[config.mk]
export PLATFORM = sky130hd
export DESIGN_NAME = cvpm_front
export DESIGN_NICKNAME = d
export VERILOG_FILES = /design/src/sv/cvpm_pkg.sv /design/src/sv/cvpm_front.sv
export VERILOG_INCLUDE_DIRS = /design/src /design/src/sv
export SDC_FILE = /design/constraint.sdc
export NUM_CORES = 1
export LEC_CHECK = 0
export BUFFER_PORTS_ARGS = -buffer_cell sky130_fd_sc_hd__buf_2
export CORE_MARGIN = 4
export CORE_UTILIZATION = 25
export CTS_BUF_LIST = sky130_fd_sc_hd__clkbuf_8
export CTS_CLUSTER_DIAMETER = 30
export DETAILED_ROUTE_END_ITERATION = 6
export PLACE_DENSITY = 0.55
export SLEW_MARGIN = 15
export SYNTH_ARGS = -nofsm -noshare
export SYNTH_HDL_FRONTEND = slang
export SYNTH_SLANG_ARGS = --single-unit
[constraint.sdc]
create_clock -name clk -period 21.5 [get_ports clk]
set_clock_uncertainty 0.2 [all_clocks]
set_input_delay 3.225 -clock clk [delete_from_list [all_inputs] [get_ports clk]]
set_output_delay 3.225 -clock clk [all_outputs]
set_load 0.02 [all_outputs]
[src/sv/camera_view_projection_matrices_defines.svh]
// Assertion macros shared by the camera matrix modules.
`ifndef CAMERA_VIEW_PROJECTION_MATRICES_DEFINES_SVH
`define CAMERA_VIEW_PROJECTION_MATRICES_DEFINES_SVH

// Same-cycle implication, sampled on clk, off during rst.
`define CVPM_ASSERT_IMP(label, cond, expr, msg) \
  label: assert property (@(posedge clk) disable iff (rst) (cond) |-> (expr)) \
    else $error(msg);

// Next-cycle implication, sampled on clk, off during rst.
`define CVPM_ASSERT_NEXT(label, cond, expr, msg) \
  label: assert property (@(posedge clk) disable iff (rst) (cond) |=> (expr)) \
    else $error(msg);

`endif

[src/sv/cvpm_pkg.sv]
// Shared types, constants and helpers of the camera matrix block.
package cvpm_pkg;

  typedef logic signed [31:0] word_t;
  typedef logic signed [32:0] diff_t;

  typedef struct packed {
    word_t [2:0] p;
    diff_t [2:0] d;
  } cvpm_item_t;

  typedef struct packed {
    word_t [2:0] ax;
    word_t [2:0] ay;
    word_t [2:0] az;
    word_t [2:0] p;
    word_t [2:0] tr;
    word_t       w;
    word_t       h;
    word_t       rng;
    word_t       rn;
    logic        deg;
  } cvpm_mat_t;

  typedef struct packed {
    logic        we;
    logic [1:0]  index;
    logic [30:0] data;
  } cvpm_cfg_t;

  typedef struct packed {
    logic        start;
    logic [63:0] num;
    logic [32:0] den;
    logic        neg;
  } cvpm_div_req_t;

  typedef struct packed {
    logic  done;
    word_t quot;
  } cvpm_div_rsp_t;

  localparam logic [1:0] REG_FOV_Y  = 2'd0;
  localparam logic [1:0] REG_ASPECT = 2'd1;
  localparam logic [1:0] REG_NEAR   = 2'd2;
  localparam logic [1:0] REG_FAR    = 2'd3;

  localparam logic [17:0] FOV_Y_RST  = 18'd51472;
  localparam logic [20:0] ASPECT_RST = 21'd116508;
  localparam logic [30:0] NEAR_RST   = 31'd655;
  localparam logic [30:0] FAR_RST    = 31'd65536000;

  localparam word_t WORD_MAX = 32'sh7FFFFFFF;
  localparam word_t WORD_MIN = 32'sh80000000;

  localparam int          CORDIC_STEPS = 30;
  localparam logic [33:0] CORDIC_GAIN  = 34'd652032874;
  localparam logic [40:0] PI_Q30       = 41'd3373259426;
  localparam logic [40:0] HALF_PI_Q30  = 41'd1686629713;

  function automatic logic [31:0] mag32(input word_t v);
    return v[31] ? (~v + 32'd1) : v;
  endfunction

  function automatic logic signed [32:0] atan_q30(input logic [4:0] i);
    logic [29:0] a;
    case (i)
      5'd0:  a = 30'd843314856;
      5'd1:  a = 30'd497837829;
      5'd2:  a = 30'd263043836;
      5'd3:  a = 30'd133525158;
      5'd4:  a = 30'd67021686;
      5'd5:  a = 30'd33543515;
      5'd6:  a = 30'd16775850;
      5'd7:  a = 30'd8388437;
      5'd8:  a = 30'd4194282;
      5'd9:  a = 30'd2097149;
      5'd10: a = 30'd1048575;
      5'd11: a = 30'd524287;
      5'd12: a = 30'd262143;
      5'd13: a = 30'd131071;
      5'd14: a = 30'd65535;
      5'd15: a = 30'd32767;
      5'd16: a = 30'd16383;
      5'd17: a = 30'd8191;
      5'd18: a = 30'd4095;
      5'd19: a = 30'd2047;
      5'd20: a = 30'd1023;
      5'd21: a = 30'd511;
      5'd22: a = 30'd255;
      5'd23: a = 30'd127;
      5'd24: a = 30'd63;
      5'd25: a = 30'd31;
      5'd26: a = 30'd15;
      5'd27: a = 30'd7;
      5'd28: a = 30'd3;
      5'd29: a = 30'd1;
      default: a = 30'd0;
    endcase
    return {3'b000, a};
  endfunction

endpackage

[src/sv/cvpm_front.sv]
// Input side: accepts camera requests, forms the view direction, two-entry queue.
`include "camera_view_projection_matrices_defines.svh"
module cvpm_front
  import cvpm_pkg::*;
(
  input  logic       clk,
  input  logic       rst,
  input  logic       push,
  output logic       full,
  input  word_t      pos_x,
  input  word_t      pos_y,
  input  word_t      pos_z,
  input  word_t      target_x,
  input  word_t      target_y,
  input  word_t      target_z,
  output cvpm_item_t item,
  output logic       item_valid,
  input  logic       item_pop
);

  cvpm_item_t  qmem [2];
  logic        wr_ptr;
  logic        rd_ptr;
  logic [1:0]  count;
  logic        do_push;
  cvpm_item_t  new_item;

  assign full       = (count == 2'd2);
  assign item_valid = (count != 2'd0);
  assign item       = qmem[rd_ptr];
  assign do_push    = push && !full;

  always_comb begin
    new_item.p[0] = pos_x;
    new_item.p[1] = pos_y;
    new_item.p[2] = pos_z;
    new_item.d[0] = {pos_x[31], pos_x} - {target_x[31], target_x};
    new_item.d[1] = {pos_y[31], pos_y} - {target_y[31], target_y};
    new_item.d[2] = {pos_z[31], pos_z} - {target_z[31], target_z};
  end

  always_ff @(posedge clk) begin
    if (do_push) begin
      qmem[wr_ptr] <= new_item;
    end
  end

  always_ff @(posedge clk) begin
    if (rst) begin
      wr_ptr <= 1'b0;
      rd_ptr <= 1'b0;
      count  <= 2'd0;
    end else begin
      if (do_push) begin
        wr_ptr <= ~wr_ptr;
      end
      if (item_pop) begin
        rd_ptr <= ~rd_ptr;
      end
      count <= count + {1'b0, do_push} - {1'b0, item_pop};
    end
  end

  `CVPM_ASSERT_IMP(a_pop_needs_entry, item_pop, count != 2'd0, "pop from empty queue")
  `CVPM_ASSERT_NEXT(a_push_grows, do_push && !item_pop, count == $past(count) + 2'd1,
    "queue count did not grow on push")

endmodule

Word level (Yosys, flattened, before mapping)
Memory sizes are Yosys's and may differ from the RTL's. A register that Yosys moved wholly into a read port is not among the register bits.
Index checks and enable logic that the tools add are counted.
- register bits after elaboration: 4
- RAM bits: 390
- bits of input ports: 196
- output and inout port bits: 197
- word-level logic and storage cells: 19
- memories kept: 1
- $add $sub $neg: 5
- equal/unequal tests: 1
- multiplexer cells: 4
- bitwise gates (word level): 2
- reductions and logical operators: 3
- memories (memory ; depth ; width ; read ports ; clocked after memory_dff ; wr ports ; line ; RTL):
    qmem ; 2 ; 195 ; 1 ; 1 ; 1 ; cvpm_front.sv:21 ; cvpm_item_t qmem [2];
- operators by type and width (kind ; number):
    subtractor 32 x 32 -> 33 bit ; 3
    two-way mux 1 bit ; 4
    adder 2 x 1 -> 2 bit ; 1
    == test 2 bit, second input constant ; 1
    inverter 1 bit ; 2
    nonzero test 2 bit ; 1
    subtractor 2 x 1 -> 2 bit ; 1
    logical AND 1 bit ; 1
    logical NOT 1 bit ; 1

Depth between registers and ports, before layout
- depth after elaboration: 5
- mapped depth: 11
- gate-level depth less buffers: 11

Least setup slack after synthesis
OpenSTA, ideal clock, no wires.
- path type: input to register
- start: input push
- end: memory qmem[0][0] in the netlist's numbering, enable pin
- library setup time: 0.753 ns
- arrival: 11.401 ns
- data required time: 20.547 ns
- slack: 9.146 ns
- cell stages on the path: 2
- buffers on the path: 0
- cell sequence: nand2_1 nor2_1
- longest elaborated chain between the ends: 3
- ends and longest elaborated chain (what ; line ; RTL):
    from (decl) ; cvpm_front.sv:8 ; input logic push,
    logical AND 1 bit ; cvpm_front.sv:31 ; assign do_push = push && !full;
    two-way mux 1 bit ; cvpm_front.sv:43 ; if (do_push) begin
    two-way mux 1 bit (not written as such) ; cvpm_front.sv:44 ; qmem[wr_ptr] <= new_item;
    to (decl) ; cvpm_front.sv:21 ;
Every way passes these cells.

==> flow_summary.yaml <==
run_status:
  status: "finished clean"
route:
  num_vias: 13580
  vias_per_cell: 4.468
  dr.max_layer_used: "met5"
  drt_pass1_iterations: 5
  detail-route-antenna-nets: 0
  wire_per_inst_um: 17.83
  drt_iter0_drc: 672
  drc_errors: 0
  wl_met2_um: 26390
  dr_wl_met3_um: 4194
  wirelength_um: 54170
  drt-met1-wl_um: 22540
synthesis:
  synthesis.area_sq_um: 19590
  syn_inst: 1450
  synth_commonest_cells: "edfxtp_1, mux2_2, inv_1"
  yosysWarnings: 0
  ys_seq_area_share_pct: 60.30
  syn-num-nets: 1747
  post-synth-top-count-cell: "edfxtp_1"
  synthArstFlopShare_pct: 0
  ys_ff_latch: 395
  synth.distinct_cells: 66
  yosysTopAreaCell: "edfxtp_1"
  yosys-top-cells-area: "edfxtp_1, mux2_2, ha_1"
  ys.flop_type: "edfxtp_1"
  syn_avg_cell_area_sq_um: 13.51
  synth_edf_count: 390
  synth_top_area_share_pct: 59.79
final_layout:
  fin_cells: 3038
  drive_gt1_share_pct: 38.40
  syn_to_final_growth_pct: 27.88
  multi_input_area_sq_um: 7146
  ff_latch_area_sq_um: 11820
  nets: 2208
  fillers: 7926
power_and_ir_drop:
  clkPwrFrac_pct: 38.1
  seq_power_share_pct: 39.3
  intPower_mw: 1.872
  ir_worst_vdd_v: 0.00005890
  switching_share_pct: 30.29
  combPwrFrac_pct: 22.6
  switchingPower_mw: 0.8134
  p_leak_nw: 10.04
  power_density_nw_per_um2: 107.2
global_route:
  grt_pass1_wl_um: 81140
  grt_antenna_before_repair: 5
  grt-ovfl-total: 0
  grt_usage_pct: 12.50
  grt_max_degree: 65
  grt_pass1_vias: 14220
placed_design:
  pre_cts_ws_ns: 15.00
  placed_cells: 2853
  numPortBuffers: 392
  place_hpwl_um: 40350
  gp_congestion: 0.8187
setup_path:
  critPathKind: "flop to output port"
  critPathMaxFanout: 55
  cp-end-kind: "output port"
  critPathRequiredTime_ns: 18.07
  cp-start-kind: "flop"
  arrival_ns: 3.34
die:
  core-area_sq_um: 77590
  die_h_um: 287.9
  start_util_pct: 25.25
  num_rows: 102
  ios: 393
  dieArea_sq_um: 82900
  fp.dieW_um: 287.9
timing:
  rsz0062_at_grt: "false"
  tns_ns: 0
  worst_slack_ns: 14.74
  hold_violations: 0
  tightest_slew_ns: 0.9422
  fin_crit_ns: 6.760
  setup_viol: 0
  max_slew_margin_pct: 37.18
  timing.fmax_ghz: 0.1479
  slew_violations: 0
  period_share_pct: 31.44
clock_tree:
  root_buffer: "clkbuf_8"
  cts_setup_buffers: 0
  cts_tree: "yes"
  hold_buffers: 0
  cts_made_buffers: 96
  cts_max_path_buffers: 3
  clkTransAtPathRegs_ns: 0.05
  worstSkewPairLatency_ns: 0.66
  clock-sinks: 395
  cts_resized: 0
  h-tree-depth: 3
flow_run:
  maxCapViolations: 0
min_path:
  hold_path.class: "flop to flop"
==> area by class of cell <==
class | instances | area share (%)
diodes | 6 | 0.05994
clock buffers | 96 | 5.274
clock inverters | 83 | 3.686
inverters | 131 | 1.963
multi-input cells | 885 | 28.53
flip-flops and latches | 395 | 47.17
well taps | 1040 | 5.195
repair buffers | 402 | 8.131
==> critical path, cell delays in order (launching register included) <==
cell and delay (ns):
dfxtp_4 0.88, buf_4 0.49, buf_4 0.61, mux2_2 0.41, buf_2 0.18
==> power by group through the flow <==
stage	Clock [mW]	Combinational (mW)	Sequential (mW)
2_1_floorplan	0	0.401	1.09
6_report	1.02	0.607	1.06
4_1_cts	1.06	0.619	1.06
5_1_grt	1.10	0.659	1.06
3_3_place_gp	0	0.610	1.07
3_5_place_dp	0	0.616	1.07
==> metal layers <==
metal	vias to the layer above	track usage, %
met5	-	0
met4	2	3.385
met3	98	4.101
met2	444	21.45
met1	6633	15.05
li1	6398	-
==> placed cells by master, fill, tap and decap left out, types with 5 or more instances in the layout <==
cell and n:
nand2b_1 14, o21bai_1 12, and4_1 6, o31ai_1 7
clkinv_1 11, edfxtp_1 390, mux2_2 196, and2_1 5
clkinvlp_4 14, buf_2 392, buf_4 10, nand2_1 64
a21oi_1 88, o21a_1 15, a211oi_1 10, ha_1 98
nand3_1 21, xnor2_1 47, xor2_1 32, inv_1 147
diode_2 6, clkinv_2 15, a21boi_0 5, a31oi_1 8
clkbuf_8 96, nor3_1 19, o21ai_0 44, a21o_1 31
nor2b_1 15, nor2_1 56, nand4_1 14, o211ai_1 7
bufinv_16 17
==> logic make-up (layout without fill, tap and decap cells) <==
kind of cell / count (synthesis) / in the layout / share of synthesized area [%]
flip-flops: 395 / 395 / 60.30
AO/OA/AOI/OAI: 273 / 273 / 9.160
AND/OR/NAND/NOR: 235 / 235 / 5.838
multiplexers: 197 / 197 / 11.32
buffers and inverters: 170 / 712 / 3.289
adder cells (fa/ha/maj): 101 / 101 / 6.566
XOR/XNOR: 79 / 79 / 3.532
other: 0 / 6 / 0
==> registers in the layout, summed over array words and instances (netlist names), named ones only <==
signal and count:
count 2, qmem 390, rd_ptr 1, wr_ptr 1
==> stage by stage <==
stage | power (mW) | utilization (%) | instance area (sq um) | hold slack (ns)
global route | 2.827 | 32.27 | 25040 | 0.3650
floorplan | 1.490 | - | 19590 | 0.2799
finish | 2.686 | 32.28 | 25050 | 0.3161
detailed placement | 1.687 | 29.37 | 22790 | 0.3102
global placement | 1.677 | 29.37 | 22790 | 0.2965
CTS | 2.735 | 32.26 | 25040 | 0.3265
==> worst paths after layout <==
| path | startpoint | end | slack [ns] | depth (start not counted) |
|---|---|---|---|---|
| hold reg to reg | rd_ptr | rd_ptr | 0.32 | 2 |
| setup reg to reg | count[0] | qmem[1][69] | 18.28 | 4 |
| hold / removal | rd_ptr | rd_ptr | 0.32 | 2 |
| setup / recovery | flop | item[91] | 14.74 | 4 |
Note: power is estimated with default switching activity, not from simulation.
