[src/sv/camera_view_projection_matrices_defines.svh]
// Assertion macros shared by the camera matrix modules.
`ifndef CAMERA_VIEW_PROJECTION_MATRICES_DEFINES_SVH
`define CAMERA_VIEW_PROJECTION_MATRICES_DEFINES_SVH

// Same-cycle implication, sampled on clk, off during rst.
`define CVPM_ASSERT_IMP(label, cond, expr, msg) \
  label: assert property (@(posedge clk) disable iff (rst) (cond) |-> (expr)) \
    else $error(msg);

// Next-cycle implication, sampled on clk, off during rst.
`define CVPM_ASSERT_NEXT(label, cond, expr, msg) \
  label: assert property (@(posedge clk) disable iff (rst) (cond) |=> (expr)) \
    else $error(msg);

`endif

[src/sv/cvpm_pkg.sv]
// Shared types, constants and helpers of the camera matrix block.
package cvpm_pkg;

  typedef logic signed [31:0] word_t;
  typedef logic signed [32:0] diff_t;

  typedef struct packed {
    word_t [2:0] p;
    diff_t [2:0] d;
  } cvpm_item_t;

  typedef struct packed {
    word_t [2:0] ax;
    word_t [2:0] ay;
    word_t [2:0] az;
    word_t [2:0] p;
    word_t [2:0] tr;
    word_t       w;
    word_t       h;
    word_t       rng;
    word_t       rn;
    logic        deg;
  } cvpm_mat_t;

  typedef struct packed {
    logic        we;
    logic [1:0]  index;
    logic [30:0] data;
  } cvpm_cfg_t;

  typedef struct packed {
    logic        start;
    logic [63:0] num;
    logic [32:0] den;
    logic        neg;
  } cvpm_div_req_t;

  typedef struct packed {
    logic  done;
    word_t quot;
  } cvpm_div_rsp_t;

  localparam logic [1:0] REG_FOV_Y  = 2'd0;
  localparam logic [1:0] REG_ASPECT = 2'd1;
  localparam logic [1:0] REG_NEAR   = 2'd2;
  localparam logic [1:0] REG_FAR    = 2'd3;

  localparam logic [17:0] FOV_Y_RST  = 18'd51472;
  localparam logic [20:0] ASPECT_RST = 21'd116508;
  localparam logic [30:0] NEAR_RST   = 31'd655;
  localparam logic [30:0] FAR_RST    = 31'd65536000;

  localparam word_t WORD_MAX = 32'sh7FFFFFFF;
  localparam word_t WORD_MIN = 32'sh80000000;

  localparam int          CORDIC_STEPS = 30;
  localparam logic [33:0] CORDIC_GAIN  = 34'd652032874;
  localparam logic [40:0] PI_Q30       = 41'd3373259426;
  localparam logic [40:0] HALF_PI_Q30  = 41'd1686629713;

  function automatic logic [31:0] mag32(input word_t v);
    return v[31] ? (~v + 32'd1) : v;
  endfunction

  function automatic logic signed [32:0] atan_q30(input logic [4:0] i);
    logic [29:0] a;
    case (i)
      5'd0:  a = 30'd843314856;
      5'd1:  a = 30'd497837829;
      5'd2:  a = 30'd263043836;
      5'd3:  a = 30'd133525158;
      5'd4:  a = 30'd67021686;
      5'd5:  a = 30'd33543515;
      5'd6:  a = 30'd16775850;
      5'd7:  a = 30'd8388437;
      5'd8:  a = 30'd4194282;
      5'd9:  a = 30'd2097149;
      5'd10: a = 30'd1048575;
      5'd11: a = 30'd524287;
      5'd12: a = 30'd262143;
      5'd13: a = 30'd131071;
      5'd14: a = 30'd65535;
      5'd15: a = 30'd32767;
      5'd16: a = 30'd16383;
      5'd17: a = 30'd8191;
      5'd18: a = 30'd4095;
      5'd19: a = 30'd2047;
      5'd20: a = 30'd1023;
      5'd21: a = 30'd511;
      5'd22: a = 30'd255;
      5'd23: a = 30'd127;
      5'd24: a = 30'd63;
      5'd25: a = 30'd31;
      5'd26: a = 30'd15;
      5'd27: a = 30'd7;
      5'd28: a = 30'd3;
      5'd29: a = 30'd1;
      default: a = 30'd0;
    endcase
    return {3'b000, a};
  endfunction

endpackage

[src/sv/cvpm_rows.sv]
// Result side: holds one finished matrix set and hands it out row by row.
`include "camera_view_projection_matrices_defines.svh"
module cvpm_rows
  import cvpm_pkg::*;
#(
  parameter int FRAC_BITS = 16
) (
  input  logic       clk,
  input  logic       rst,
  input  cvpm_mat_t  mat,
  input  logic       mat_valid,
  output logic       mat_ready,
  output logic       empty,
  input  logic       pop,
  output logic [1:0] matrix_select,
  output logic [1:0] row_index,
  output word_t      elem0,
  output word_t      elem1,
  output word_t      elem2,
  output word_t      elem3,
  output logic       degenerate,
  output logic       last_row
);

  localparam word_t ONE = 32'(64'd1 << FRAC_BITS);

  cvpm_mat_t  bank;
  logic       busy;
  logic [3:0] row;
  logic       take;

  assign empty     = !busy;
  assign last_row  = (row == 4'd11);
  assign take      = pop && busy;
  assign mat_ready = !busy || (take && last_row);

  assign matrix_select = row[3:2];
  assign row_index     = row[1:0];
  assign degenerate    = bank.deg;

  always_comb begin
    elem0 = '0;
    elem1 = '0;
    elem2 = '0;
    elem3 = '0;
    case (row)
      4'd0:  begin elem0 = bank.ax[0]; elem1 = bank.ax[1]; elem2 = bank.ax[2]; end
      4'd1:  begin elem0 = bank.ay[0]; elem1 = bank.ay[1]; elem2 = bank.ay[2]; end
      4'd2:  begin elem0 = bank.az[0]; elem1 = bank.az[1]; elem2 = bank.az[2]; end
      4'd3:  begin
        elem0 = bank.p[0]; elem1 = bank.p[1]; elem2 = bank.p[2]; elem3 = ONE;
      end
      4'd4:  begin elem0 = bank.ax[0]; elem1 = bank.ay[0]; elem2 = bank.az[0]; end
      4'd5:  begin elem0 = bank.ax[1]; elem1 = bank.ay[1]; elem2 = bank.az[1]; end
      4'd6:  begin elem0 = bank.ax[2]; elem1 = bank.ay[2]; elem2 = bank.az[2]; end
      4'd7:  begin
        elem0 = bank.tr[0]; elem1 = bank.tr[1]; elem2 = bank.tr[2]; elem3 = ONE;
      end
      4'd8:  elem0 = bank.w;
      4'd9:  elem1 = bank.h;
      4'd10: begin elem2 = bank.rng; elem3 = -ONE; end
      4'd11: elem2 = bank.rn;
      default: ;
    endcase
  end

  always_ff @(posedge clk) begin
    if (mat_valid && mat_ready) begin
      bank <= mat;
    end
  end

  always_ff @(posedge clk) begin
    if (rst) begin
      busy <= 1'b0;
      row  <= '0;
    end else begin
      if (take) begin
        if (last_row) begin
          busy <= 1'b0;
          row  <= '0;
        end else begin
          row <= row + 4'd1;
        end
      end
      if (mat_valid && mat_ready) begin
        busy <= 1'b1;
        row  <= '0;
      end
    end
  end

  `CVPM_ASSERT_NEXT(a_run_ends, take && last_row && !mat_valid, !busy,
    "row output did not drain after the last projection row")

endmodule

[config.mk]
export PLATFORM = sky130hd
export DESIGN_NAME = cvpm_rows
export DESIGN_NICKNAME = d
export VERILOG_FILES = /design/src/sv/cvpm_pkg.sv /design/src/sv/cvpm_rows.sv
export VERILOG_INCLUDE_DIRS = /design/src /design/src/sv
export SDC_FILE = /design/constraint.sdc
export NUM_CORES = 1
export LEC_CHECK = 0
export ABC_AREA = 0
export BUFFER_PORTS_ARGS = -buffer_cell sky130_fd_sc_hd__clkbuf_2
export CELL_PAD_IN_SITES_DETAIL_PLACEMENT = 1
export CELL_PAD_IN_SITES_GLOBAL_PLACEMENT = 2
export CORE_AREA = 2 2 294 296
export CTS_CLUSTER_SIZE = 25
export DETAILED_ROUTE_END_ITERATION = 7
export DIE_AREA = 0 0 296 298
export PLACE_DENSITY = 0.67
export SYNTH_ARGS = -nofsm -noshare
export SYNTH_HDL_FRONTEND = slang
export SYNTH_SLANG_ARGS = --single-unit
[constraint.sdc]
create_clock -name clk -period 29 [get_ports clk]
set_input_delay 2.9 -clock clk [delete_from_list [all_inputs] [get_ports clk]]
set_output_delay 2.9 -clock clk [all_outputs]
set_load 0.02 [all_outputs]
# After elaboration in Yosys (flattened, before gate mapping)
# Cells that the tools add are included.
[totals] regBits=614 latchBits=0 mem_bits_rw=0 romBits=0 n_memories=0
[op_classes] n_addsub=1 multipliers=0 div_mod_pow=0 n_lt_le_gt_ge=0 eq_ne=11 n_shift=0 n_mux=8 bitwise_logic=0 n_reduce_logical=14
[op_table] op="case mux 32 bit (8 select lines)" count=2
[op_table] op="case mux 32 bit (9 select lines)" count=1
[op_table] op="case mux 32 bit (2 select lines)" count=1
[op_table] op="== test 4 x 3 -> 1 bit, second input constant" count=4
[op_table] op="== test 4 bit, second input constant" count=4
[op_table] op="OR reduction 2 bit" count=5
[op_table] op="== test 4 x 2 -> 1 bit, second input constant" count=2
[op_table] op="adder 4 x 1 -> 4 bit, second input constant" count=1
[op_table] op="== test 4 x 1 -> 1 bit, second input constant" count=1
[op_table] op="logical NOT 4 bit" count=1
[op_table] op="2-to-1 mux 4 bit" count=1
[op_table] op="nonzero test 2 bit" count=2
[op_table] op="logical AND 1 bit" count=3
[op_table] op="2-to-1 mux 1 bit" count=3
[op_table] op="AND reduction 2 bit" count=1
[op_table] op="logical NOT 1 bit" count=1
[op_table] op="logical OR 1 bit" count=1

# Logic depth before layout (Yosys ltp)
# Gate-level depths: netlist (run 1).
[depth] ltp_word=6 depth_mapped=9

# Least setup slack after synthesis (run 1)
# No wires, ideal clock.
[synth_timing] path_kind="input-to-reg" startpoint="input pop" endpoint="register bank[100] (netlist name) (enable)" arrival_time_ns=17.011 t_required_ns=27.946 setup_slack_ns=10.935 stages=3 path_buffers=0 path_cell_list="nand4b_1 -> nand2_1 -> and2_1"
[synth_between] elab_chain_cells=4
[synth_rtl] item="from (decl)" line="cvpm_rows.sv:14" source="input logic pop,"
[synth_rtl] item="logical AND 1 bit" line="cvpm_rows.sv:34" source="assign take = pop && busy;"
[synth_rtl] item="logical AND 1 bit" line="cvpm_rows.sv:35" source="assign mat_ready = !busy || (take && last_row);"
[synth_rtl] item="logical OR 1 bit" line="cvpm_rows.sv:35"
[synth_rtl] item="named net mat_ready" line="cvpm_rows.sv:12" source="output logic mat_ready,"
[synth_rtl] item="logical AND 1 bit" line="cvpm_rows.sv:68" source="if (mat_valid && mat_ready) begin"
[synth_rtl] item="to (signal assigned)" line="cvpm_rows.sv:69" source="bank <= mat;"
[synth_rtl] item="to (decl)" line="cvpm_rows.sv:27" source="cvpm_mat_t bank;"
# The timed path passes the listed nets, and every way through them passes these cells.
# A chain may end at the register's enable or synchronous reset.

# Final worst setup path (run 1)
[layout_timing] startpoint="register row[0]" endpoint="output elem2[7]"
[layout_between] elab_chain_cells=3
[layout_rtl] item="from (decl)" line="cvpm_rows.sv:29" source="logic [3:0] row;"
[layout_rtl] item="from (signal assigned)" line="cvpm_rows.sv:83" source="row <= row + 4'd1;"
[layout_rtl] item="== test 4 x 3 -> 1 bit / == test 4 x 2 -> 1 bit (equally long branches)" line="cvpm_rows.sv:46" source="case (row)"
[layout_rtl] item="OR reduction 2 bit (no source line)"
[layout_rtl] item="case mux 32 bit (9 select lines) (*)" line="cvpm_rows.sv:46"
[layout_rtl] item="to (decl)" line="cvpm_rows.sv:19" source="output word_t elem2,"
# Every way passes the cells marked *; elsewhere a longest branch is shown, timed or not.

==> flow_summary_export.csv, run 1 <==
group,metric,value,unit
routing,drt-initial-drc-count,1621,
synthesis,yosysWarnings,0,
cts,clock-root-buffer,"clkbuf_16",
routing,routedWlPerCell,28.7,um
critical_path,critPathRequiredTime,26.10,ns
critical_path,endpoint_kind,"output port",
timing,setup_viol,0,
cells_and_area,synthToLayoutAreaGrowth,28.8,%
timing,drv_slew,0,
timing,period_share,26.3,%
timing,whs,0.576,ns
place,pre_cts_slack,21.61,ns
global_route,first_global_vias,18632,
routing,via_per_inst,5.11,
global_route,grt_overflow,0,
critical_path,reg2reg_setup_slack,22.74,ns
outcome,outcome,"complete, but fails checks",
cts,path_clk_slew,0.06,ns
critical_path,cp.depth,8,
floorplan,die_x,296,um
synthesis,synth_top_cell_area_share,76.2,%
synthesis,syn_area,0.0240,sq mm
timing,period_needed,7.62,ns
cells_and_area,n_fill_cell,9089,
timing,worst_clock_skew,0.0265,ns
critical_path,r2r-end,"bank[209]",
global_route,antenna_found_initial,47,
cts,ctsHoldBuffers,0,
cts,cts_buffers,73,
synthesis,yosys-top-cells-count,"edfxtp_1 (609), a22oi_1 (217), clkbuf_1 (76)",
critical_path,path_delay_family,"buffers and inverters",
floorplan,die_h,298,um
routing,route.detailed.drc,2,
synthesis,syn_inst,1475,
critical_path,critPathSlowestCell,"ha_4",
cts,postCtsSetupRepairBufs,0,
critical_path,timing.rr.start,"row[0]",
timing,setup_ws,21.38,ns
floorplan,boundaryPins,749,
critical_path,worst-path-max-fanout,60,
routing,wl,97.2,mm
power_and_ir_drop,ir_worst_vdd,0.0489,mV
critical_path,setup.worst_path.end,"elem2[7]",
cells_and_area,fin_util,36.4,%
synthesis,synth_area_leaders,"edfxtp_1 (76%), a22oi_1 (6.8%), a222oi_1 (2.5%), a21oi_1 (1.6%), o22ai_1 (1.4%)",
cts,clock_sinks,614,
place,placed_cells_incl_taps,3237,
global_route,grtUsageTotal,21.3,%
critical_path,cp_common_cell,"buf_4",
timing,hold_viol,0,
floorplan,die-area,0.0882,sq mm
routing,firstDrtPassIters,8,
cells_and_area,final_nets,2785,
synthesis,ys_seq_elements,614,
power_and_ir_drop,p_per_area,66.2,mW/mm^2
synthesis,synthFlopType,"edfxtp_1",
synthesis,ys_async_sr_fraction,0,%
timing,slew_headroom,28.3,%
floorplan,core,0.0849,sq mm
cts,clock_latency,0.63,ns
critical_path,arrival,4.72,ns
synthesis,synth_top_area_cell,"edfxtp_1",
global_route,grt_max_degree,178,
timing,worst_slew_pin_slew,1.08,ns
global_route,grt_pass1_wl,134,mm
synthesis,avgSynthCellArea,16.3,sq um
critical_path,start_kind,"flip-flop",
power_and_ir_drop,leakagePower,0.0115,uW
timing,max_freq,131,MHz
timing,rsz0062_at_grt,"no",
synthesis,synth_cell_types,38,
floorplan,rows,107,
critical_path,worst_path_largest_cell_delay,0.72,ns
critical_path,path_cells,"inv_1 > ha_4 > buf_4 > and2_2 > buf_4 > a222oi_1 > o21ai_0 > clkbuf_2",
floorplan,initial_utilization,28.3,%
cts,post_cts_resized,0,
hold_path,holdPathStages,2,
critical_path,path_buf_inv,4,
critical_path,crit_start,"row[0]",
routing,num_vias,17333,
critical_path,crit_type,"flip-flop to output port",
hold_path,min_path_type,"flip-flop to flip-flop",
timing,fin_tns_setup,0,ns
place,gp_congestion,0.835,
place,io_buffers,732,
cts,cts-htree-levels,3,
synthesis,yosysMostFrequentCell,"edfxtp_1",
synthesis,synth_edf_count,609,
run,drv_cap,0,
cts,clockBufferDepth,3,
cts,cts_tree,"yes",
synthesis,yosysSeqAreaShare,76.6,%
critical_path,r2r_cells,8,
place,hpwl,68.9,mm
routing,drtAntennaViolNets,0,
outcome,failed_checks,"design-rule violations",
cells_and_area,layout-drive-gt1-share,39.9,%
cells_and_area,stdcell_count,3393,
-- cell usage in the layout (no fill, tap or decap), types with 22 or more instances in the layout --
cell | netlist | routed
clkbuf_1 | 76 | 22
clkbuf_16 | 0 | 74
a222oi_1 | 59 | 59
buf_4 | 30 | 25
o21ai_1 | 34 | 34
diode_2 | 0 | 31
a21oi_1 | 75 | 75
a22oi_1 | 217 | 217
o21ai_0 | 45 | 45
clkbuf_2 | 0 | 732
nand3_1 | 28 | 28
edfxtp_1 | 609 | 609
nand2_1 | 67 | 67
o22ai_1 | 52 | 52
-- registers in the layout, summed over array words and instances, names as in the netlist --
name / flops
busy: 1
bank: 608
degenerate: 1
row: 4
-- worst reg2reg max path: cells and delay by family, from the launching register on --
| family | cells | cell delay [ns] |
|---|---|---|
| simple gates | 3 | 1.22 |
| buf+inv | 4 | 3.14 |
| flops | 1 | 0.54 |
| fa+ha+maj | 1 | 0.72 |
-- cell families after synthesis --
family                     share of synthesized area [%]
AOI/OAI and AO/OA                                   17.1
adders and majority gates                          0.209
buffers and inverters                               3.26
DFF                                                 76.6
muxes                                              0.417
other                                             0.0156
and+or+nand+nor                                     2.39
-- per-layer routing --
| metal | wire length [um] | track usage (%) | vias up |
|---|---|---|---|
| li1 | - | - | 7535 |
| met1 | 35100 | 23.8 | 8768 |
| met2 | 50400 | 37.4 | 815 |
| met3 | 8340 | 6.38 | 189 |
| met4 | 3200 | 9.11 | 26 |
| met5 | 160 | 0 | - |
-- power by group --
part | total, uW | switching [uW] | leakage (uW) | internal, uW
logic | 143 | 88.5 | 0.00461 | 54.7
registers | 1060 | 21.4 | 0.00584 | 1040
clock network | 845 | 373 | 0.00103 | 471
-- metrics by stage --
step                      power (uW)  area, sq um
after CTS                       2070        30800
after global routing            2110        30900
after global placement          1220        28700
after floorplan                 1160        24100
final                           2050        30900
after detailed placement        1220        28700
-- worst min path at each step --
stage,from,to,slack (ns)
floorplan,busy,row[1],0.49
global placement,row[1],row[1],0.58
detailed placement,busy,row[1],0.57
CTS,busy,busy,0.58
global route,busy,row[1],0.63
finish,busy,row[1],0.58
-- layout make-up --
type,instances,area [sq um],area share [%]
Inverter,3,11.3,0.0364
Clock inverter,29,203,0.656
Tap cell,1144,1430,4.63
Timing Repair Buffer,758,3870,12.5
Sequential cell,614,18400,59.5
Clock buffer,96,1930,6.26
Antenna cell,31,77.6,0.251
Multi-Input combinational cell,718,4980,16.1
(Power assumes the default switching activity.)
==> inputs of run 2 (changes only) <==
--- a/config.mk
+++ b/config.mk
@@ -10,11 +10,11 @@
 export BUFFER_PORTS_ARGS = -buffer_cell sky130_fd_sc_hd__clkbuf_2
 export CELL_PAD_IN_SITES_DETAIL_PLACEMENT = 1
 export CELL_PAD_IN_SITES_GLOBAL_PLACEMENT = 2
-export CORE_AREA = 2 2 294 296
+export CORE_AREA = 2 2 290 292
 export CTS_CLUSTER_SIZE = 25
 export DETAILED_ROUTE_END_ITERATION = 7
-export DIE_AREA = 0 0 296 298
-export PLACE_DENSITY = 0.67
+export DIE_AREA = 0 0 292 294
+export PLACE_DENSITY = 0.71
 export SYNTH_ARGS = -nofsm -noshare
 export SYNTH_HDL_FRONTEND = slang
 export SYNTH_SLANG_ARGS = --single-unit
==> constraint.sdc (replaced) <==
create_clock -name clk -period 6.13 [get_ports clk]
set_input_delay 0.613 -clock clk [delete_from_list [all_inputs] [get_ports clk]]
set_output_delay 0.613 -clock clk [all_outputs]
set_load 0.02 [all_outputs]
==> run 2 against run 1 <==
Compared with the run above: the flow now finishes without violations; worst setup slack worse by 20 ns; sequential share of layout area is 0.19 points lower; global-route usage is 0.65 points higher; count of clock-buffer cells in the layout is 10 lower; via count is 0.62% higher; register-to-register slack worse by 20 ns; combinational power grew to 4.8 times the previous value; clock power grew to 5.0 times the previous value; critical endpoint is now elem1[20].
==> flow_summary_export.csv, run 2 (synthesized netlist as in run 1, its figures left out) <==
group,metric,value,unit
routing,routedWlPerCell,29.4,um
cts,ctsHoldBuffers,0,
timing,fin_tns_setup,0,ns
critical_path,cp.depth,6,
place,hpwl,69.2,mm
critical_path,worst_path_largest_cell_delay,1.09,ns
global_route,antenna_found_initial,26,
power_and_ir_drop,ir_worst_vdd,0.225,mV
cts,clockBufferDepth,3,
timing,period_needed,4.49,ns
power_and_ir_drop,leakagePower,0.0116,uW
cells_and_area,largest_reg_flops,608,
critical_path,crit_type,"flip-flop to output port",
routing,firstDrtPassIters,5,
critical_path,endpoint_kind,"output port",
cells_and_area,layout-drive-gt1-share,40.6,%
global_route,grt_pass1_wl,136,mm
global_route,grt_max_degree,126,
timing,hold_viol,0,
cells_and_area,final_nets,2789,
floorplan,die_h,294,um
critical_path,r2r_cells,5,
place,gp_congestion,0.821,
floorplan,core,0.0829,sq mm
place,io_buffers,732,
timing,drv_slew,0,
floorplan,die_x,292,um
cells_and_area,regMostFlops,"bank",
global_route,grt_overflow,0,
timing,period_share,73.2,%
cts,cts_buffers,74,
timing,setup_ws,1.64,ns
routing,num_vias,17440,
cells_and_area,fin_area,0.0310,sq mm
cts,cts-htree-levels,3,
run,drv_cap,0,
cts,clock_latency,0.60,ns
critical_path,critPathSlowestCell,"nor2b_4",
routing,via_per_inst,5.26,
timing,worst_clock_skew,0.0255,ns
timing,max_freq,223,MHz
cts,path_clk_slew,0.06,ns
outcome,outcome,"complete, no violations",
cells_and_area,n_fill_cell,8747,
critical_path,arrival,3.88,ns
cells_and_area,multi_input_area,0.00498,sq mm
critical_path,worst-path-max-fanout,35,
timing,slew_headroom,16.4,%
timing,rsz0062_at_grt,"no",
floorplan,die-area,0.0858,sq mm
routing,drtAntennaViolNets,0,
timing,whs,0.184,ns
cts,cts_tree,"yes",
floorplan,rows,106,
place,placed_cell_area,0.0287,sq mm
routing,drt-initial-drc-count,1597,
cells_and_area,synthToLayoutAreaGrowth,29.2,%
critical_path,path_buf_inv,2,
global_route,grtUsageTotal,22.0,%
timing,setup_viol,0,
hold_path,holdPathStages,1,
place,pre_cts_slack,2.22,ns
cells_and_area,final_common_cell,"clkbuf_2",
cells_and_area,top_regs,"bank: 608 flops, row: 4 flops",
cells_and_area,layout.area.seq,0.0184,sq mm
timing,worst_slew_pin_slew,1.25,ns
critical_path,path_delay_family,"simple AND/OR/NAND/NOR gates",
cts,postCtsSetupRepairBufs,0,
hold_path,min_path_type,"input pin to flip-flop",
global_route,first_global_vias,18958,
cells_and_area,fin_util,37.4,%
cts,clock_sinks,614,
critical_path,critPathRequiredTime,5.52,ns
critical_path,path_cells,"ha_4 > nor2b_4 > buf_4 > a222oi_1 > o21ai_0 > clkbuf_2",
cts,clock-root-buffer,"clkbuf_16",
floorplan,boundaryPins,749,
routing,wl,97.6,mm
floorplan,initial_utilization,28.9,%
cts,post_cts_resized,0,
critical_path,start_kind,"flip-flop",
routing,route.detailed.drc,0,
power_and_ir_drop,p_per_area,319,mW/mm^2
cells_and_area,layout_common_cells,"clkbuf_2 (732), edfxtp_1 (609), a22oi_1 (217)",
-- run 2: worst register-to-register path, stage by stage (launching register included) --
cell and delay (ns):
dfxtp_1 0.54, ha_4 0.53, nand4b_1 0.22, nand2_1 0.15
and2_4 0.77, buf_12 0.64
-- run 2: per-stage QoR --
stage	total power, uW	cells
2_1_floorplan	5390	1490
3_3_place_gp	5760	3176
3_5_place_dp	5790	3176
4_1_cts	10000	3303
5_1_grt	10200	3315
6_report	9900	3317
-- run 2: where the power goes --
part	internal, uW	switching [uW]	total [uW]
clock network	2420	1780	4210
registers	4900	105	5010
logic	265	425	690
-- run 2: final timing paths --
kind                  from   endpoint  slack, ns
hold reg to reg       busy     row[1]       0.60
hold / removal    mat[236]  bank[236]       0.18
setup / recovery    row[0]  elem1[20]       1.64
setup reg to reg    row[0]  bank[212]       2.78
-- run 2: per-layer routing --
| layer | vias to the layer above | GRT usage [%] | part of all wire (%) |
|---|---|---|---|
| met2 | 822 | 39.2 | 52 |
| met1 | 8910 | 25.6 | 38 |
| li1 | 7521 | - | - |
| met3 | 165 | 5.61 | 7.5 |
| met4 | 22 | 7.35 | 2.9 |
| met5 | - | 0 | 0.15 |
-- run 2: layout make-up --
| class | instances | area share [%] |
|---|---|---|
| sequential | 614 | 59.3 |
| tap | 1080 | 4.36 |
| timing repair buffer | 761 | 12.7 |
| inverter | 3 | 0.0363 |
| multi-input combinational | 718 | 16.1 |
| antenna | 14 | 0.113 |
| clock inverter | 41 | 1.08 |
| clock buffer | 86 | 6.32 |
==> inputs of run 3 (changes only) <==
==> constraint.sdc (replaced) <==
create_clock -name clk -period 4.1 [get_ports clk]
set_input_delay 0.41 -clock clk [delete_from_list [all_inputs] [get_ports clk]]
set_output_delay 0.41 -clock clk [all_outputs]
set_load 0.02 [all_outputs]
==> run 3 against run 2 <==
Compared with the run above: via count rose by 19%; power increased by 57%; die area is the same; worst setup slack got worse by 1.2 ns; flip-flop and latch count did not move; sequential power grew 50%; global-route usage grew 3.8 points; clock skew rose by 0.0012 ns; clock power up 54%; cell count increased by 20%; largest power group unchanged; highest routed layer unchanged.
==> flow_summary_export.csv, run 3 (synthesized netlist as in run 1, its figures left out) <==
group,metric,value,unit
routing,wl,114,mm
place,placed_cells_incl_taps,3207,
critical_path,worst-path-max-fanout,23,
critical_path,reg2reg_setup_slack,1.36,ns
cells_and_area,synthToLayoutAreaGrowth,56.3,%
timing,max_freq,272,MHz
global_route,met3_usage,5.53,%
routing,via_per_inst,5.24,
cts,path_clk_slew,0.06,ns
routing,num_vias,20790,
critical_path,endpoint_kind,"output port",
power_and_ir_drop,internal_power,11700,uW
cts,clock_latency,0.63,ns
run,drv_cap,0,
global_route,grt_max_degree,89,
global_route,antenna_found_initial,28,
critical_path,arrival,3.27,ns
cts,post_cts_resized,0,
power_and_ir_drop,leakagePower,0.0143,uW
global_route,first_global_vias,23121,
floorplan,core,0.0829,sq mm
cells_and_area,top_regs,"bank: 608 flops, row: 4 flops",
floorplan,die_h,294,um
cells_and_area,largest_reg_flops,608,
timing,setup_viol,0,
cts,cts_tree,"yes",
global_route,grt_pass1_wl,160,mm
timing,period_share,89.7,%
routing,route.detailed.drc,0,
cts,clock-root-buffer,"clkbuf_16",
timing,rsz0062_at_grt,"no",
cells_and_area,final_common_cell,"clkbuf_2",
timing,hold_viol,0,
cells_and_area,layout-drive-gt1-share,32.5,%
cts,cts-htree-levels,3,
floorplan,die-area,0.0858,sq mm
cells_and_area,layout_common_cells,"clkbuf_2 (732), dlygate4sd3_1 (610), edfxtp_1 (609)",
power_and_ir_drop,ir_worst_vdd,0.395,mV
power_and_ir_drop,seqPwrFrac,48.1,%
timing,worst_slew_pin_slew,1.12,ns
critical_path,critPathRequiredTime,3.69,ns
routing,firstDrtPassIters,6,
place,io_buffers,732,
cells_and_area,final_nets,3430,
place,hpwl,71.6,mm
place,gp_congestion,0.866,
global_route,grt_overflow,0,
cts,clock_sinks,614,
routing,drtAntennaViolNets,0,
power_and_ir_drop,p_sw_share,24.7,%
timing,worst_clock_skew,0.0267,ns
critical_path,start_kind,"flip-flop",
power_and_ir_drop,p_per_area,416,mW/mm^2
outcome,outcome,"complete, no violations",
power_and_ir_drop,pwr-share-clk,41.5,%
cells_and_area,stdcell_count,3970,
timing,whs,0.0747,ns
cts,cts_buffers,74,
global_route,gr-usage-met1,28.9,%
timing,period_needed,3.68,ns
timing,drv_slew,0,
floorplan,rows,106,
routing,drt-initial-drc-count,1821,
cts,clockBufferDepth,3,
floorplan,boundaryPins,749,
timing,slew_headroom,25.4,%
power_and_ir_drop,power_switching,3850,uW
global_route,grtUsageTotal,25.8,%
cells_and_area,regMostFlops,"bank",
routing,routedWlPerCell,28.7,um
floorplan,die_x,292,um
global_route,busiest_layer,"met2",
hold_path,min_path_type,"input pin to flip-flop",
critical_path,crit_type,"flip-flop to output port",
floorplan,initial_utilization,28.9,%
power_and_ir_drop,pwr-share-comb,10.4,%
global_route,met2_usage,45.3,%
cts,postCtsSetupRepairBufs,0,
[run 3: area by class of cell]
class                   instances  area, sq um
diodes                         22         55.1
clock buffers                  88         1900
flip-flops and latches        614        18400
repair buffers               1402        10400
inverters                       3         11.3
clock inverters                43          395
fillers                      8526        45400
well taps                    1080         1350
multi-input cells             718         4990
[run 3: what timing repair did]
item,in CTS,in global routing
endpoints found under the setup margin,0,0
endpoints found under the hold margin,610,0
hold buffers,610,0
[run 3: final timing paths]
path,depth (start not counted),end,startpoint
max,7,elem2[15],row[0]
min,3,busy,mat_valid
max reg2reg,6,bank[149],row[3]
min reg2reg,2,row[1],row[1]
[run 3: power groups by stage]
stage | clock [uW] | combinational [uW] | sequential [uW]
2_1_floorplan | 0 | 462 | 7600
3_3_place_gp | 0 | 1050 | 7600
3_5_place_dp | 0 | 1080 | 7610
4_1_cts | 6480 | 1590 | 7490
5_1_grt | 6790 | 1720 | 7530
6_report | 6470 | 1630 | 7500
[run 3: layer usage]
layer	wire length, um	vias to the layer above
li1	-	8816
met5	55	-
met2	58100	1215
met1	41100	10423
met3	7930	326
met4	6670	10
[run 3: metrics by stage]
step	TNS [ns]	total power, uW	cell area, sq um	util (%)	setup slack [ns]
global placement	0	8660	29100	35.0	1.13
global route	0	16000	37500	45.3	0.300
CTS	0	15600	37500	45.2	0.411
detailed placement	0	8700	29100	35.0	1.09
floorplan	-950.52	8060	24100	-	-1.56
finish	0	15600	37500	45.3	0.421
[run 3: critical path, cell delays in order, from the launching register on]
cell and delay [ns]:
dfxtp_4 0.38, inv_1 0.17, ha_4 0.32, nor2b_4 0.79, a222oi_1 0.43, buf_4 0.27, o21ai_0 0.07, clkbuf_2 0.21
